## src/rtl/rsa_mexp_pkg.sv

```systemverilog
// Shared types and constants of the RSA modular exponentiation block.
package rsa_mexp_pkg;

   localparam int CSR_INDEX_W = 2;

   localparam logic [CSR_INDEX_W-1:0] CSR_MODULUS          = 2'd0;
   localparam logic [CSR_INDEX_W-1:0] CSR_PUBLIC_EXPONENT  = 2'd1;
   localparam logic [CSR_INDEX_W-1:0] CSR_PRIVATE_EXPONENT = 2'd2;

   localparam logic FUNC_ENCRYPT = 1'b0;
   localparam logic FUNC_DECRYPT = 1'b1;

   typedef struct packed {
      logic busy;
      logic done;
   } mul_status_type;

endpackage

```

## src/rtl/rsa_mexp_modmul.sv

```systemverilog
// Iterative shift-and-add modular multiplier with one shared modular adder.
module rsa_mexp_modmul
   import rsa_mexp_pkg::*;
#(
   parameter int WIDTH = 32
) (
   input  logic                 clock,
   input  logic                 reset,
   input  logic                 start,
   input  logic [WIDTH-1:0]     op_a,
   input  logic [WIDTH-1:0]     op_b,
   input  logic [WIDTH-1:0]     modulus,
   output logic [WIDTH-1:0]     product,
   output mul_status_type       status
);

   localparam int CNT_W = (WIDTH > 1) ? $clog2(WIDTH) : 1;

   logic [WIDTH-1:0] a_ff, a_in;
   logic [WIDTH-1:0] b_ff, b_in;
   logic [WIDTH-1:0] r_ff, r_in;
   logic [CNT_W-1:0] cnt_ff, cnt_in;
   logic             phase_ff, phase_in;
   logic             busy_ff, busy_in;
   logic             done_ff, done_in;

   logic [WIDTH-1:0] addend;
   logic [WIDTH:0]   sum_w;
   logic [WIDTH:0]   diff_w;
   logic [WIDTH-1:0] mod_sum;

   // With the modulus at zero the sum simply wraps at the word width.
   always_comb begin
      addend  = phase_ff ? a_ff : r_ff;
      sum_w   = {1'b0, r_ff} + {1'b0, addend};
      diff_w  = sum_w - {1'b0, modulus};
      if ((modulus != '0) && (sum_w >= {1'b0, modulus})) begin
         mod_sum = diff_w[WIDTH-1:0];
      end else begin
         mod_sum = sum_w[WIDTH-1:0];
      end
   end

   always_comb begin
      a_in     = a_ff;
      b_in     = b_ff;
      r_in     = r_ff;
      cnt_in   = cnt_ff;
      phase_in = phase_ff;
      busy_in  = busy_ff;
      done_in  = 1'b0;
      if (start) begin
         a_in     = op_a;
         b_in     = op_b;
         r_in     = '0;
         cnt_in   = CNT_W'(WIDTH - 1);
         phase_in = 1'b0;
         busy_in  = 1'b1;
      end else if (busy_ff) begin
         r_in = mod_sum;
         if (!phase_ff && b_ff[WIDTH-1]) begin
            phase_in = 1'b1;
         end else begin
            phase_in = 1'b0;
            b_in     = {b_ff[WIDTH-2:0], 1'b0};
            cnt_in   = cnt_ff - 1'b1;
            if (cnt_ff == '0) begin
               busy_in = 1'b0;
               done_in = 1'b1;
            end
         end
      end
   end

   always_ff @(posedge clock) begin
      a_ff     <= a_in;
      b_ff     <= b_in;
      r_ff     <= r_in;
      cnt_ff   <= cnt_in;
      phase_ff <= phase_in;
      if (reset) begin
         busy_ff <= 1'b0;
         done_ff <= 1'b0;
      end else begin
         busy_ff <= busy_in;
         done_ff <= done_in;
      end
   end

   assign product     = r_ff;
   assign status.busy = busy_ff;
   assign status.done = done_ff;

endmodule

```

## src/rtl/rsa_modular_exponentiation.sv

```systemverilog
// Top level of the RSA modular exponentiation block: registers, sequencer and output stage.
// One request raises its value to the public exponent (encrypt) or the private exponent
// (decrypt) modulo the configured modulus, least significant exponent bit first, and gives
// one result; an exponent of zero gives 1, a nonzero exponent with a modulus of one gives 0,
// and a modulus of zero makes all products wrap at WIDTH bits. Every multiplication,
// including the initial reduction of the value, runs on one shift-and-add modular
// multiplier that doubles once per multiplier bit and adds the multiplicand for each set
// multiplier bit. A request costs one reduction, then for every exponent bit up to the
// highest set one a squaring, plus one multiplication per set exponent bit (the squaring
// after the highest set bit is skipped). The block takes no new request while one is in
// progress; a finished result waits in the output register.
module rsa_modular_exponentiation
   import rsa_mexp_pkg::*;
#(
   parameter int WIDTH = 32
) (
   input  logic                   clock,
   input  logic                   reset,
   input  logic                   req_valid,
   output logic                   req_stall,
   input  logic                   req_func,
   input  logic [WIDTH-1:0]       req_value,
   output logic                   rsp_valid,
   input  logic                   rsp_stall,
   output logic [WIDTH-1:0]       rsp_result,
   input  logic                   csr_we,
   input  logic [CSR_INDEX_W-1:0] csr_index,
   input  logic [WIDTH-1:0]       csr_wdata
);

   localparam logic [2:0] S_IDLE   = 3'd0;
   localparam logic [2:0] S_REDUCE = 3'd1;
   localparam logic [2:0] S_EXP    = 3'd2;
   localparam logic [2:0] S_MULACC = 3'd3;
   localparam logic [2:0] S_SQR    = 3'd4;
   localparam logic [2:0] S_OUT    = 3'd5;

   logic [WIDTH-1:0] modulus_ff, modulus_in;
   logic [WIDTH-1:0] pub_exp_ff, pub_exp_in;
   logic [WIDTH-1:0] priv_exp_ff, priv_exp_in;
   logic [2:0]       state_ff, state_in;
   logic [WIDTH-1:0] ex_ff, ex_in;
   logic [WIDTH-1:0] acc_ff, acc_in;
   logic [WIDTH-1:0] base_ff, base_in;
   logic             rsp_valid_ff, rsp_valid_in;
   logic [WIDTH-1:0] rsp_result_ff, rsp_result_in;

   logic             mul_start;
   logic [WIDTH-1:0] mul_a;
   logic [WIDTH-1:0] mul_b;
   logic [WIDTH-1:0] mul_product;
   mul_status_type   mul_status;

   logic             rsp_free;
   logic [WIDTH-1:0] sel_exp;
   logic             mod_is_one;

   rsa_mexp_modmul #(
      .WIDTH (WIDTH)
   ) u_modmul (
      .clock   (clock),
      .reset   (reset),
      .start   (mul_start),
      .op_a    (mul_a),
      .op_b    (mul_b),
      .modulus (modulus_ff),
      .product (mul_product),
      .status  (mul_status)
   );

   always_comb begin
      modulus_in  = modulus_ff;
      pub_exp_in  = pub_exp_ff;
      priv_exp_in = priv_exp_ff;
      if (csr_we) begin
         case (csr_index)
            CSR_MODULUS:          modulus_in  = csr_wdata;
            CSR_PUBLIC_EXPONENT:  pub_exp_in  = csr_wdata;
            CSR_PRIVATE_EXPONENT: priv_exp_in = csr_wdata;
            default:              modulus_in  = modulus_ff;
         endcase
      end
   end

   assign rsp_free   = !rsp_valid_ff || !rsp_stall;
   assign sel_exp    = (req_func == FUNC_DECRYPT) ? priv_exp_ff : pub_exp_ff;
   assign mod_is_one = (modulus_ff == WIDTH'(1));

   always_comb begin
      state_in      = state_ff;
      ex_in         = ex_ff;
      acc_in        = acc_ff;
      base_in       = base_ff;
      rsp_valid_in  = rsp_valid_ff && rsp_stall;
      rsp_result_in = rsp_result_ff;
      mul_start     = 1'b0;
      mul_a         = acc_ff;
      mul_b         = base_ff;
      case (state_ff)
         S_IDLE: begin
            if (req_valid) begin
               ex_in = sel_exp;
               if (sel_exp == '0) begin
                  acc_in   = WIDTH'(1);
                  state_in = S_OUT;
               end else if (mod_is_one) begin
                  acc_in   = '0;
                  state_in = S_OUT;
               end else begin
                  acc_in    = WIDTH'(1);
                  mul_start = 1'b1;
                  mul_a     = WIDTH'(1);
                  mul_b     = req_value;
                  state_in  = S_REDUCE;
               end
            end
         end
         S_REDUCE: begin
            if (mul_status.done) begin
               base_in  = mul_product;
               state_in = S_EXP;
            end
         end
         S_EXP: begin
            if (ex_ff == '0) begin
               state_in = S_OUT;
            end else if (ex_ff[0]) begin
               mul_start = 1'b1;
               mul_a     = acc_ff;
               mul_b     = base_ff;
               state_in  = S_MULACC;
            end else begin
               mul_start = 1'b1;
               mul_a     = base_ff;
               mul_b     = base_ff;
               state_in  = S_SQR;
            end
         end
         S_MULACC: begin
            if (mul_status.done) begin
               acc_in   = mul_product;
               ex_in    = {ex_ff[WIDTH-1:1], 1'b0};
               state_in = S_EXP;
            end
         end
         S_SQR: begin
            if (mul_status.done) begin
               base_in  = mul_product;
               ex_in    = {1'b0, ex_ff[WIDTH-1:1]};
               state_in = S_EXP;
            end
         end
         S_OUT: begin
            if (rsp_free) begin
               rsp_valid_in  = 1'b1;
               rsp_result_in = acc_ff;
               state_in      = S_IDLE;
            end
         end
         default: begin
            state_in = S_IDLE;
         end
      endcase
   end

   always_ff @(posedge clock) begin
      ex_ff         <= ex_in;
      acc_ff        <= acc_in;
      base_ff       <= base_in;
      rsp_result_ff <= rsp_result_in;
      if (reset) begin
         modulus_ff   <= WIDTH'(2);
         pub_exp_ff   <= WIDTH'(1);
         priv_exp_ff  <= WIDTH'(1);
         state_ff     <= S_IDLE;
         rsp_valid_ff <= 1'b0;
      end else begin
         modulus_ff   <= modulus_in;
         pub_exp_ff   <= pub_exp_in;
         priv_exp_ff  <= priv_exp_in;
         state_ff     <= state_in;
         rsp_valid_ff <= rsp_valid_in;
      end
   end

   assign req_stall  = (state_ff != S_IDLE);
   assign rsp_valid  = rsp_valid_ff;
   assign rsp_result = rsp_result_ff;

   // The multiplier is never restarted while it is still working.
   a_start_idle: assert property (@(posedge clock) disable iff (reset)
      mul_start |-> !mul_status.busy)
      else $error("multiplier started while busy");

   // A finished multiplication is only ever seen while the sequencer waits for one.
   a_done_waited: assert property (@(posedge clock) disable iff (reset)
      mul_status.done |->
         (state_ff == S_REDUCE || state_ff == S_MULACC || state_ff == S_SQR))
      else $error("multiplier result arrived with nobody waiting");

   // An exhausted exponent always leads straight to the output stage.
   a_exp_finish: assert property (@(posedge clock) disable iff (reset)
      (state_ff == S_EXP && ex_ff == '0) |=> (state_ff == S_OUT))
      else $error("exponent exhausted but no result produced");

   // A request that is taken always starts work.
   a_accept_busy: assert property (@(posedge clock) disable iff (reset)
      (req_valid && !req_stall) |=> (state_ff != S_IDLE))
      else $error("request accepted but sequencer stayed idle");

endmodule
```

## config.mk

```make
export PLATFORM = sky130hd
export DESIGN_NAME = rsa_modular_exponentiation
export DESIGN_NICKNAME = d
export VERILOG_FILES = /design/src/rtl/rsa_mexp_pkg.sv /design/src/rtl/rsa_mexp_modmul.sv /design/src/rtl/rsa_modular_exponentiation.sv
export SDC_FILE = /design/constraint.sdc
export NUM_CORES = 1
export LEC_CHECK = 0
export BUFFER_PORTS_ARGS = -buffer_cell sky130_fd_sc_hd__buf_2
export CELL_PAD_IN_SITES_DETAIL_PLACEMENT = 1
export CELL_PAD_IN_SITES_GLOBAL_PLACEMENT = 2
export CORE_MARGIN = 2
export CORE_UTILIZATION = 35
export DETAILED_ROUTE_END_ITERATION = 8
export PLACE_DENSITY_LB_ADDON = 0.05
export SLEW_MARGIN = 20
export SYNTH_ARGS = -nofsm -noshare
export SYNTH_HDL_FRONTEND = slang
export SYNTH_SLANG_ARGS = --single-unit
```

## constraint.sdc

```tcl
create_clock -name clock -period 6.2 [get_ports clock]
set_input_delay 0.31 -clock clock [delete_from_list [all_inputs] [get_ports clock]]
set_output_delay 0.31 -clock clock [all_outputs]
set_load 0.02 [all_outputs]
```

==> results.toml, run 1 <==
[placed_design]
io_buffers = 105
post-place-cells = 2458
place.gp.congestion = 0.828
place_hpwl_mm = 38.7

[clocking]
clock_sinks = 332
cts_root_buffer = "clkbuf_16"
tritoncts = "done"
cts_max_path_buffers = 3
clock_latency_ps = 560
h-tree-depth = 2
path_clk_slew_ps = 60
cts_buffers = 41

[cells_and_area]
num-nets-final = 2030
stdcell_count = 2546
fill_cells = 5575
areaGrowthSynthToFinish_pct = 16.0
seqCellArea_sq_mm = 0.00857
drive_above_1_share_pct = 13.1
multi_input_comb_area_sq_mm = 0.00805
diodes = 0

[detailed_routing]
wl_mm = 53.4
vias = 13551
first_iter_violations = 588
firstDrtPassIters = 7
wl_per_cell_um = 21.0
viasPerCell = 5.32
final_antenna_net_count = 0
drc = 0

[timing]
fin_crit_sh_pct = 91.3
slew_violations = 0
min_period_ps = 5660
setup-tns-final_ps = 0
hold_viol_final = 0
max_freq_mhz = 177
worst_slew_pin_slew_ps = 987
whs_ps = 27.4
fin_skew_ps = 16.4
grt_setup_unrepaired = "false"
setup-violations-final = 0
slew_headroom_pct = 34.0

[logic_synthesis]
netlist_instances = 1802
ys_async_sr_fraction_pct = 0
synth_area_sq_mm = 0.0171
yosysMostFrequentCell = "nand2_1"
synth.area.top_cells = "edfxtp_1 34%, dfxtp_1 16%, nand2_1 8.0%"
synth-edff-count = 192
syn_area_per_cell_sq_um = 9.51
yosys.area.top_type_share_pct = 33.7
ys.flop_type = "edfxtp_1"
ys_seq_elements = 332
yosys.area.top_type = "edfxtp_1"
synth-seq-area-share_pct = 50.0
ys_types = 64
synth_common_cells = "366 x nand2_1, 192 x edfxtp_1, 183 x a21oi_1"
synthesis.nets = 1941
ys_warn_count = 0

[worst_setup_path]
cp_data_required_time_ps = 6650
ff2ff_path_depth = 22
startpoint_type = "flip-flop"
crit_path_end_kind = "flip-flop"
crit_arrival_ps = 6110
cp-startpoint = "u_modmul.phase_ff$_SDFFE_PP0P_"
crit_fanout = 6
crit_type = "flip-flop to flip-flop"
reg2reg_from = "u_modmul.phase_ff$_SDFFE_PP0P_"

[pwr]
switchingPower_mw = 4.85
switching_share_pct = 42.3
comb_power_share_pct = 53.0
leakage_nw = 7.67
clkPwrFrac_pct = 21.4
seqPwrFrac_pct = 25.6
peakVddDrop_v = 0.000254
p_per_area_mw_per_mm2 = 577
intPower_mw = 6.62

[outcome]
outcome = "completed"

[grt]
grt-ovfl-total = 0
grt_max_degree = 83
antenna_found_initial = 0
grt_pass1_wl_mm = 82.8
grt_usage_pct = 21.1
grt_pass1_vias = 14002

[die]
fp.dieW_um = 225
initial_core_util_pct = 35.2
ios = 106
coreArea_sq_mm = 0.0486
dieHeight_um = 225
die-area_sq_mm = 0.0507
rows = 81

[min_path]
hold_class = "input pin to flip-flop"
hp-start = "csr_wdata[0]"
hold_path_depth = 3

[flow_run]
drv_cap = 0
[metrics by stage]
| stage | utilization, % | power [mW] | worst slack (ps) | instance area, sq um |
|---|---|---|---|---|
| detailed placement | 37.7 | 8.99 | 410 | 18400 |
| global route | 40.8 | 12.3 | 42.2 | 19900 |
| finish | 40.8 | 11.5 | 539 | 19900 |
| global placement | 37.7 | 8.91 | 507 | 18400 |
| floorplan | - | 7.29 | 963 | 17100 |
| CTS | 40.7 | 11.5 | 356 | 19800 |
[routing by layer]
| layer | GRT usage, % | vias to the layer above | share of wire [%] |
|---|---|---|---|
| met3 | 2.37 | 61 | 2.8 |
| met2 | 34.7 | 201 | 46 |
| met5 | 0 | - | 0 |
| met4 | 5.77 | 0 | 2.0 |
| met1 | 29.4 | 6595 | 49 |
| li1 | - | 6694 | - |
[layout by cell type, fill, tap and decap left out, types with 20 or more instances in the layout]
cell and count:
o21ai_0 132, xor2_1 23, nor4_1 35, ha_1 65
nand2_1 366, buf_2 104, mux2i_1 64, edfxtp_1 192
nor2_1 53, clkbuf_16 43, inv_1 52, a22oi_1 47
buf_4 32, a21oi_1 182, mux2_2 32, xnor2_1 31
dfxtp_1 139, o21ai_1 20, and2_1 35, a21o_1 28
[power groups by stage]
stage	clock [mW]	sequential (mW)	combinational, mW
2_1_floorplan	0	2.87	4.43
3_3_place_gp	0	2.98	5.93
3_5_place_dp	0	2.98	6.01
4_1_cts	2.52	2.94	6.06
5_1_grt	2.58	2.98	6.76
6_report	2.45	2.94	6.08
[worst max-delay path: stages, from the launching register on]
cell      delay, ps
dfxtp_1         430
mux2_2          370
ha_1            200
fa_1            440
a211o_1         290
a211o_1         270
and2_1          150
o21ai_0         170
nand2b_1        110
a21o_1          190
a21oi_1         180
xnor2_1         150
ha_1            410
a21oi_1         120
o21ai_1         290
nand3_1         110
and3_1          210
a21oi_1         240
o21ai_1         130
o21ai_0         360
mux2i_1         120
or4_1           480
o311a_1         120
[worst paths after layout]
path	to	slack [ps]
setup / recovery	u_modmul.product[31]$_SDFFE_PP0P_	540
hold / removal	pub_exp_ff[0]$_SDFFE_PP1P_	30
setup reg to reg	u_modmul.product[31]$_SDFFE_PP0P_	540
hold reg to reg	modulus_ff[18]$_SDFFE_PP0P_	470
[final cells by class]
cell class | count | share of cell area [%]
repair buffers | 147 | 4.57
clock buffers | 58 | 5.90
clock inverters | 18 | 0.995
flip-flops and latches | 332 | 43.1
multi-input cells | 1316 | 40.5
well taps | 622 | 3.92
inverters | 53 | 1.00
[cells by family (layout without fill, tap and decap cells)]
| group | count (synthesis) | in the layout | synth area share (%) |
|---|---|---|---|
| buffers and inverters | 154 | 276 | 3.49 |
| and+or+nand+nor | 599 | 599 | 15.7 |
| adders and majority gates | 67 | 67 | 4.98 |
| xor gates and xnor gates | 54 | 54 | 2.76 |
| muxes | 96 | 96 | 5.84 |
| AOI/OAI and AO/OA | 500 | 500 | 17.2 |
| DFF | 332 | 332 | 50.0 |
[state kept, by name (all words and copies together), names as in the netlist, 3 cells and up]
register,count
u_modmul.cnt_ff,5
u_modmul.product,32
modulus_ff,32
u_modmul.b_ff,32
priv_exp_ff,32
rsp_result,32
base_ff,32
state_ff,3
ex_ff,32
u_modmul.a_ff,32
pub_exp_ff,32
acc_ff,32
[what timing repair did]
action,in CTS,in global routing
resized for setup,0,2
hold buffers,8,0
setup buffers,0,3
hold endpoints to repair,12,0
setup endpoints to repair,0,13
(Power assumes the default switching activity.)
==> inputs of run 2 (changes only) <==
BUFFER_PORTS_ARGS = default   (was -buffer_cell sky130_fd_sc_hd__buf_2)
DONT_BUFFER_PORTS = 1   (was default)
SKIP_CTS_REPAIR_TIMING = 1   (was default)
==> results.toml, run 2 (same netlist as run 1, synthesis figures left out) <==
[outcome]
outcome = "completed"

[grt]
grt_usage_pct = 20.7
antenna_found_initial = 3
grt_pass1_vias = 13452
grt-ovfl-total = 0
grt_pass1_wl_mm = 81.2
grt_max_degree = 103

[cells_and_area]
mostFrequentLayoutCell = "nand2_1"
areaGrowthSynthToFinish_pct = 15.6
seqCellArea_sq_mm = 0.00857
num-nets-final = 1972
mostFrequentLayoutCells = "366 x nand2_1, 192 x edfxtp_1, 182 x a21oi_1"
multi_input_comb_area_sq_mm = 0.00805
fill_cells = 5465
drive_above_1_share_pct = 7.56

[clocking]
clock_latency_ps = 570
cts_root_buffer = "clkbuf_16"
path_clk_slew_ps = 60
cts_max_path_buffers = 3
clock_sinks = 332
tritoncts = "done"
cts_buffers = 40
h-tree-depth = 2

[timing]
fin_skew_ps = 20.9
worst_slew_pin_slew_ps = 1020
fin_crit_sh_pct = 92.9
slew_violations = 0
hold_viol_final = 0
whs_ps = 15.8
min_period_ps = 5760
grt_setup_unrepaired = "false"
setup-violations-final = 0
slew_headroom_pct = 31.5
setup-tns-final_ps = 0
max_freq_mhz = 174

[die]
dieHeight_um = 225
initial_core_util_pct = 35.2
coreArea_sq_mm = 0.0486
ios = 106
fp.dieW_um = 225
die-area_sq_mm = 0.0507
rows = 81

[min_path]
hold_class = "input pin to flip-flop"

[worst_setup_path]
cp_data_required_time_ps = 6700
startpoint_type = "flip-flop"
crit_arrival_ps = 6250
slowest_stage = "dfxtp_1"
crit_top_cell = "ha_1"
crit_path_end_kind = "flip-flop"
max_stage_delay_ps = 470
crit_type = "flip-flop to flip-flop"
crit_fanout = 29
path_cells = "buf_12, mux2_2, ha_1, a21oi_1, o21ai_0, or4_1, nand3b_1, a221oi_1, nand2b_1, o311ai_1, ha_1, a21o_1, a211oi_1, nand2_1, nor3_1, a31oi_4, buf_4, a2111oi_0, a31o_1"

[placed_design]
io_buffers = 0
place_hpwl_mm = 37.8
place.gp.congestion = 0.804

[detailed_routing]
wl_mm = 52.9
drc = 0
firstDrtPassIters = 5
met2_length_mm = 24.3
wl_met1_mm = 26.0
vias = 13318
viasPerCell = 5.35
first_iter_violations = 681
final_antenna_net_count = 0
wl_met3_mm = 1.77
wl_per_cell_um = 21.2
top_layer = "met4"

[pwr]
peakVddDrop_v = 0.000219
p_per_area_mw_per_mm2 = 569
leakage_nw = 7.42

[flow_run]
drv_cap = 0
-- run 2: final timing paths --
| check | startpoint | to | slack (ps) | depth (start not counted) |
|---|---|---|---|---|
| max | u_modmul.phase_ff$_SDFFE_PP0P_ | u_modmul.product[8]$_SDFFE_PP0P_ | 440 | 19 |
| min | req_value[27] | u_modmul.b_ff[27]$_DFFE_PP_ | 20 | 2 |
| max reg2reg | u_modmul.phase_ff$_SDFFE_PP0P_ | u_modmul.product[8]$_SDFFE_PP0P_ | 440 | 19 |
| min reg2reg | modulus_ff[24]$_SDFFE_PP0P_ | modulus_ff[24]$_SDFFE_PP0P_ | 470 | 2 |
-- run 2: area by class of cell --
| type | count | share of cell area [%] |
|---|---|---|
| clock buffer | 52 | 5.59 |
| inverter | 53 | 1.00 |
| timing repair buffer | 90 | 4.42 |
| tap | 622 | 3.93 |
| sequential | 332 | 43.3 |
| antenna | 3 | 0.0379 |
| clock inverter | 21 | 1.10 |
| multi-input combinational | 1316 | 40.6 |
-- run 2: routing by layer --
layer  vias up  track usage [%]
met5         -                0
met4         0             4.59
met3        46             3.42
met2       190             34.1
met1      6507             28.6
li1       6575                -
-- run 2: metrics by stage --
step / total power, mW / instances / utilization [%] / setup slack (ps) / instance area (sq um)
after floorplan: 7.29 / 1802 / - / 963 / 17100
after global placement: 8.83 / 2350 / 36.6 / 518 / 17800
after detailed placement: 8.87 / 2350 / 36.6 / 421 / 17800
after CTS: 11.3 / 2423 / 39.3 / 391 / 19100
after global routing: 12.2 / 2489 / 40.7 / 43.5 / 19800
final: 11.3 / 2489 / 40.7 / 441 / 19800
-- run 2: power by group --
| group | total (mW) | internal [mW] | switching [mW] |
|---|---|---|---|
| combinational | 5.94 | 2.39 | 3.55 |
| sequential | 2.94 | 2.70 | 0.246 |
| clock | 2.39 | 1.43 | 0.958 |
| total | 11.3 | 6.52 | 4.76 |
-- run 2: worst max-delay path: cells and delay by family (launching register included) --
kind	cells	cell delay, ps
mux	1	370
compound gates	9	2320
flops	1	470
buf+inv	2	480
fa+ha+maj	2	690
simple gates	5	1320
